[config.mk]
export PLATFORM = sky130hd
export DESIGN_NAME = hqr_ram
export DESIGN_NICKNAME = d
export VERILOG_FILES = /design/src/hqr_ram.sv
export SDC_FILE = /design/constraint.sdc
export NUM_CORES = 2
export LEC_CHECK = 0
export BUFFER_PORTS_ARGS = -buffer_cell sky130_fd_sc_hd__buf_2
export CAP_MARGIN = 20
export CORE_MARGIN = 3
export CORE_UTILIZATION = 57
export DETAILED_ROUTE_END_ITERATION = 10
export PLACE_DENSITY = 0.76
export SLEW_MARGIN = 20
export SYNTH_ARGS = -nofsm -noshare
export SYNTH_HDL_FRONTEND = slang
export SYNTH_SLANG_ARGS = --single-unit
[constraint.sdc]
create_clock -name clk -period 3.2 [get_ports clk]
set_input_delay 0.32 -clock clk [delete_from_list [all_inputs] [get_ports clk]]
set_output_delay 0.32 -clock clk [all_outputs]
set_load 0.03 [all_outputs]
[src/hqr_ram.sv]
// Generic single-write, single-read RAM with registered read data.
module hqr_ram #(
    parameter int WIDTH = 32,
    parameter int DEPTH = 64
) (
    input  logic                     clk,
    input  logic                     wr_en,
    input  logic [$clog2(DEPTH)-1:0] wr_addr,
    input  logic [WIDTH-1:0]         wr_data,
    input  logic                     rd_en,
    input  logic [$clog2(DEPTH)-1:0] rd_addr,
    output logic [WIDTH-1:0]         rd_data
);

    logic [WIDTH-1:0] mem_reg [DEPTH];

    // Write port and registered read port.
    always_ff @(posedge clk)
    begin
        if (wr_en)
        begin
            mem_reg[wr_addr] <= wr_data;
        end
        if (rd_en)
        begin
            rd_data <= mem_reg[rd_addr];
        end
    end

endmodule

==> summary.md <==
| Metric | Value |
|---|---|
| Status | `finished, final reports clean` |
| Peak Freq | `395 MHz` |
| # IOs | `79` |
| CP required | `approximately 3700 ps` |
| Grt total ovfl | `0` |
| Routed wire length per instance | `between 30 and 40 um` |
| Antenna Nets Post-Route | `0` |
| Clk_lat worst skew | `840 ps` |
| Resized Gates After CTS | `0` |
| Post-synth top cells | `edfxtp_1 (2080), mux4_2 (544), nor2_1 (137), mux2i_1 (93), o22ai_1 (84)` |
| Routed via count | `39200` |
| Max clock buf depth | `3` |
| Synthesis Warnings | `0` |
| Top cell type's share of synthesized area | `just under 80%` |
| Main area contributors after synthesis | `edfxtp_1 (79%), mux4_2 (16%), mux2i_1 (1.2%)` |
| Netlist cell types | `33` |
| Synth Flop Type | `edfxtp_1` |
| Pre-Repair DR Iteration Count | `5` |
| Crit path max fanout | `1` |
| CP Launch Type | `flop` |
| Hold Buf Count CTS | `3` |
| Kind of critical path | `reg2reg` |
| Layout overhead on the synthesized area | `14.1%` |
| Final HPWL from detailed placement | `115 mm` |
| Max VDD drop | `between 0.0005 and 0.0006 V` |
| Die span in x | `378 um` |
| Worst min path class | `in2reg` |
| Leakage power | `approximately 28 nW` |
| CORE AREA | `approximately 0.14 mm2` |
| Synthesis-stage register bit count | `roughly 2100` |
| Hold path startpoint | `wr_data[30]` |
| Seq/Total Area, Yosys | `between 70% and 80%` |
| Slew margin rel. | `28.8%` |
| Total wire length | `210 mm` |
| Number of max-cap violations | `0` |
| Die ar. | `0.143 mm2` |
| Routability Congestion | `0.819` |
| Port Buf Inserts | `78` |
| Critical path arrival | `3070 ps` |
| Initial antenna violation count | `22` |
| Clock tree sinks | `around 2100` |
| Num CTS Buffers | `193` |
| Post-Syn Instances | `approximately 3300` |
| Clock period minus worst slack | `2530 ps` |
| Num rows | `135` |
| Drt drc | `0` |
| Vias in the first global route | `40100` |
| EDFF count, synth | `between 2000 and 2500` |
| Setup bufs post-CTS | `0` |
| Syn Area/Cell | `about 24 um2` |
| Actual slew at the worst max-slew pin | `1070 ps` |
| Starting Density | `a little under 60%` |
| Pwr Total | `approximately 56 mW` |
| Fin. max-slew vios | `0` |
| Tcrit/Tclk final | `between 70% and 80%` |
| Setup crit end kind | `flop` |
| Initial DRC Count | `roughly 6300` |
| PD cells | `just over 600 mW/mm2` |
| Cell taking the most area after synthesis | `edfxtp_1` |
| Fin Setup TNS | `0 ps` |
| CTS tree | `done` |
| Post-synth ARST share | `0%` |
| Max reg flops | `between 2000 and 2500` |
| Clock Root Buffer | `clkbuf_16` |
| Hold Worst Slack | `roughly 44 ps` |
| Overall routing resource usage | `a little under a third` |
| Largest net degree at the start of global routing | `65` |
| Worst hold path endpoint | `mem_reg[19][30]$_DFFE_PP_` |
| Layout cells sized above 1 | `between 30% and 40%` |
| Setup violations, final | `0` |
| Skew final | `roughly 47 ps` |
| R2R Path Start | `mem_reg[2][28]$_DFFE_PP_` |
| Via density | `6.97` |
| First-pass GRT wire length | `around 300 mm` |
| Die height | `around 380 um` |
| Fin nets | `between 3000 and 4000` |
| Worst-path clk slew | `60 ps` |
| Reg-to-reg slack, setup | `between 600 and 700 ps` |
| Most frequent cell after synthesis | `edfxtp_1` |
| H-tree depth | `4` |
| Crit. Startpoint | `mem_reg[2][28]$_DFFE_PP_` |
| Hold path cells | `1` |
| Worst reg2reg path depth | `6` |
| Net Count, Synth | `approximately 3400` |
| Unrepaired setup endpoints after global routing | `false` |
| Post-Syn Area | `0.0788 mm2` |
| Reg-to-reg endpoint | `rd_data[28]$_DFFE_PP_` |
| Final Hold Fails | `0` |
power by group:
group          total (mW)  leakage (nW)  internal, mW  switching [mW]
logic                3.00          6.50          1.12            1.88
registers            30.3          18.7          30.2           0.114
clock network        22.3          2.99          12.5            9.78
total                55.6          28.2          43.8            11.8
how the worst max path moves through the flow:
stage,to,depth (start not counted)
3_5_place_dp,rd_data[24]$_DFFE_PP_,7
5_1_grt,rd_data[28]$_DFFE_PP_,6
6_report,rd_data[28]$_DFFE_PP_,6
4_1_cts,rd_data[28]$_DFFE_PP_,6
2_1_floorplan,mem_reg[39][0]$_DFFE_PP_,4
3_3_place_gp,rd_data[7]$_DFFE_PP_,7
area by class of cell:
class	instances	area (um2)
Antenna cell	8	20.0
Clock buffer	243	5100
Clock inverter	112	975
Fill cell	8065	46400
Multi-Input combinational cell	1062	16000
Sequential cell	2080	62500
Tap cell	1781	2230
Timing Repair Buffer	329	3180
critical path: stages, from the launching register on:
cell      delay [ps]
edfxtp_1         390
mux4_2           490
o221ai_1         340
a21oi_1          160
a21oi_1          630
buf_4            230
nor2_1            40
through the flow:
stage / std cells / area (um2) / utilization [%] / worst slack [ps]
after global placement: 5248 / 83800 / 61.4 / 12.5
after CTS: 5607 / 89900 / 65.9 / 725
after global routing: 5611 / 89900 / 66.0 / 564
final: 5615 / 90000 / 66.0 / 670
after detailed placement: 5249 / 83800 / 61.5 / 0.503
after floorplan: 3324 / 78800 / - / 228
cells by family (layout without fill, tap and decap cells):
kind of cell	count (synthesis)	count (layout)	synth area share [%]
simple gates	223	223	1.26
mux	637	637	16.7
buf+inv	182	684	1.12
flops	2080	2080	79.2
other cells	0	8	0
compound gates	202	202	1.67
placed cells by master (no fill, tap or decap), drive strengths merged, types with 7 or more instances in the layout:
cell | netlist | final
buf | 108 | 326
mux2i | 93 | 93
o221ai | 27 | 27
nand2 | 26 | 26
mux4 | 544 | 544
nor2b | 15 | 15
a311oi | 8 | 8
o22ai | 84 | 84
a21oi | 62 | 62
nor3 | 7 | 7
diode | 0 | 8
clkbuf | 74 | 243
nand2b | 8 | 8
bufinv | 0 | 15
nor2 | 137 | 137
clkinv | 0 | 93
a22oi | 12 | 12
edfxtp | 2080 | 2080
metal layers:
metal	GRT usage, %	wire length [um]
met1	41.0	70700
met2	47.3	101000
met3	8.22	28900
met4	11.9	8940
met5	0	56
No activity file was read; power rests on OpenSTA's default activity.
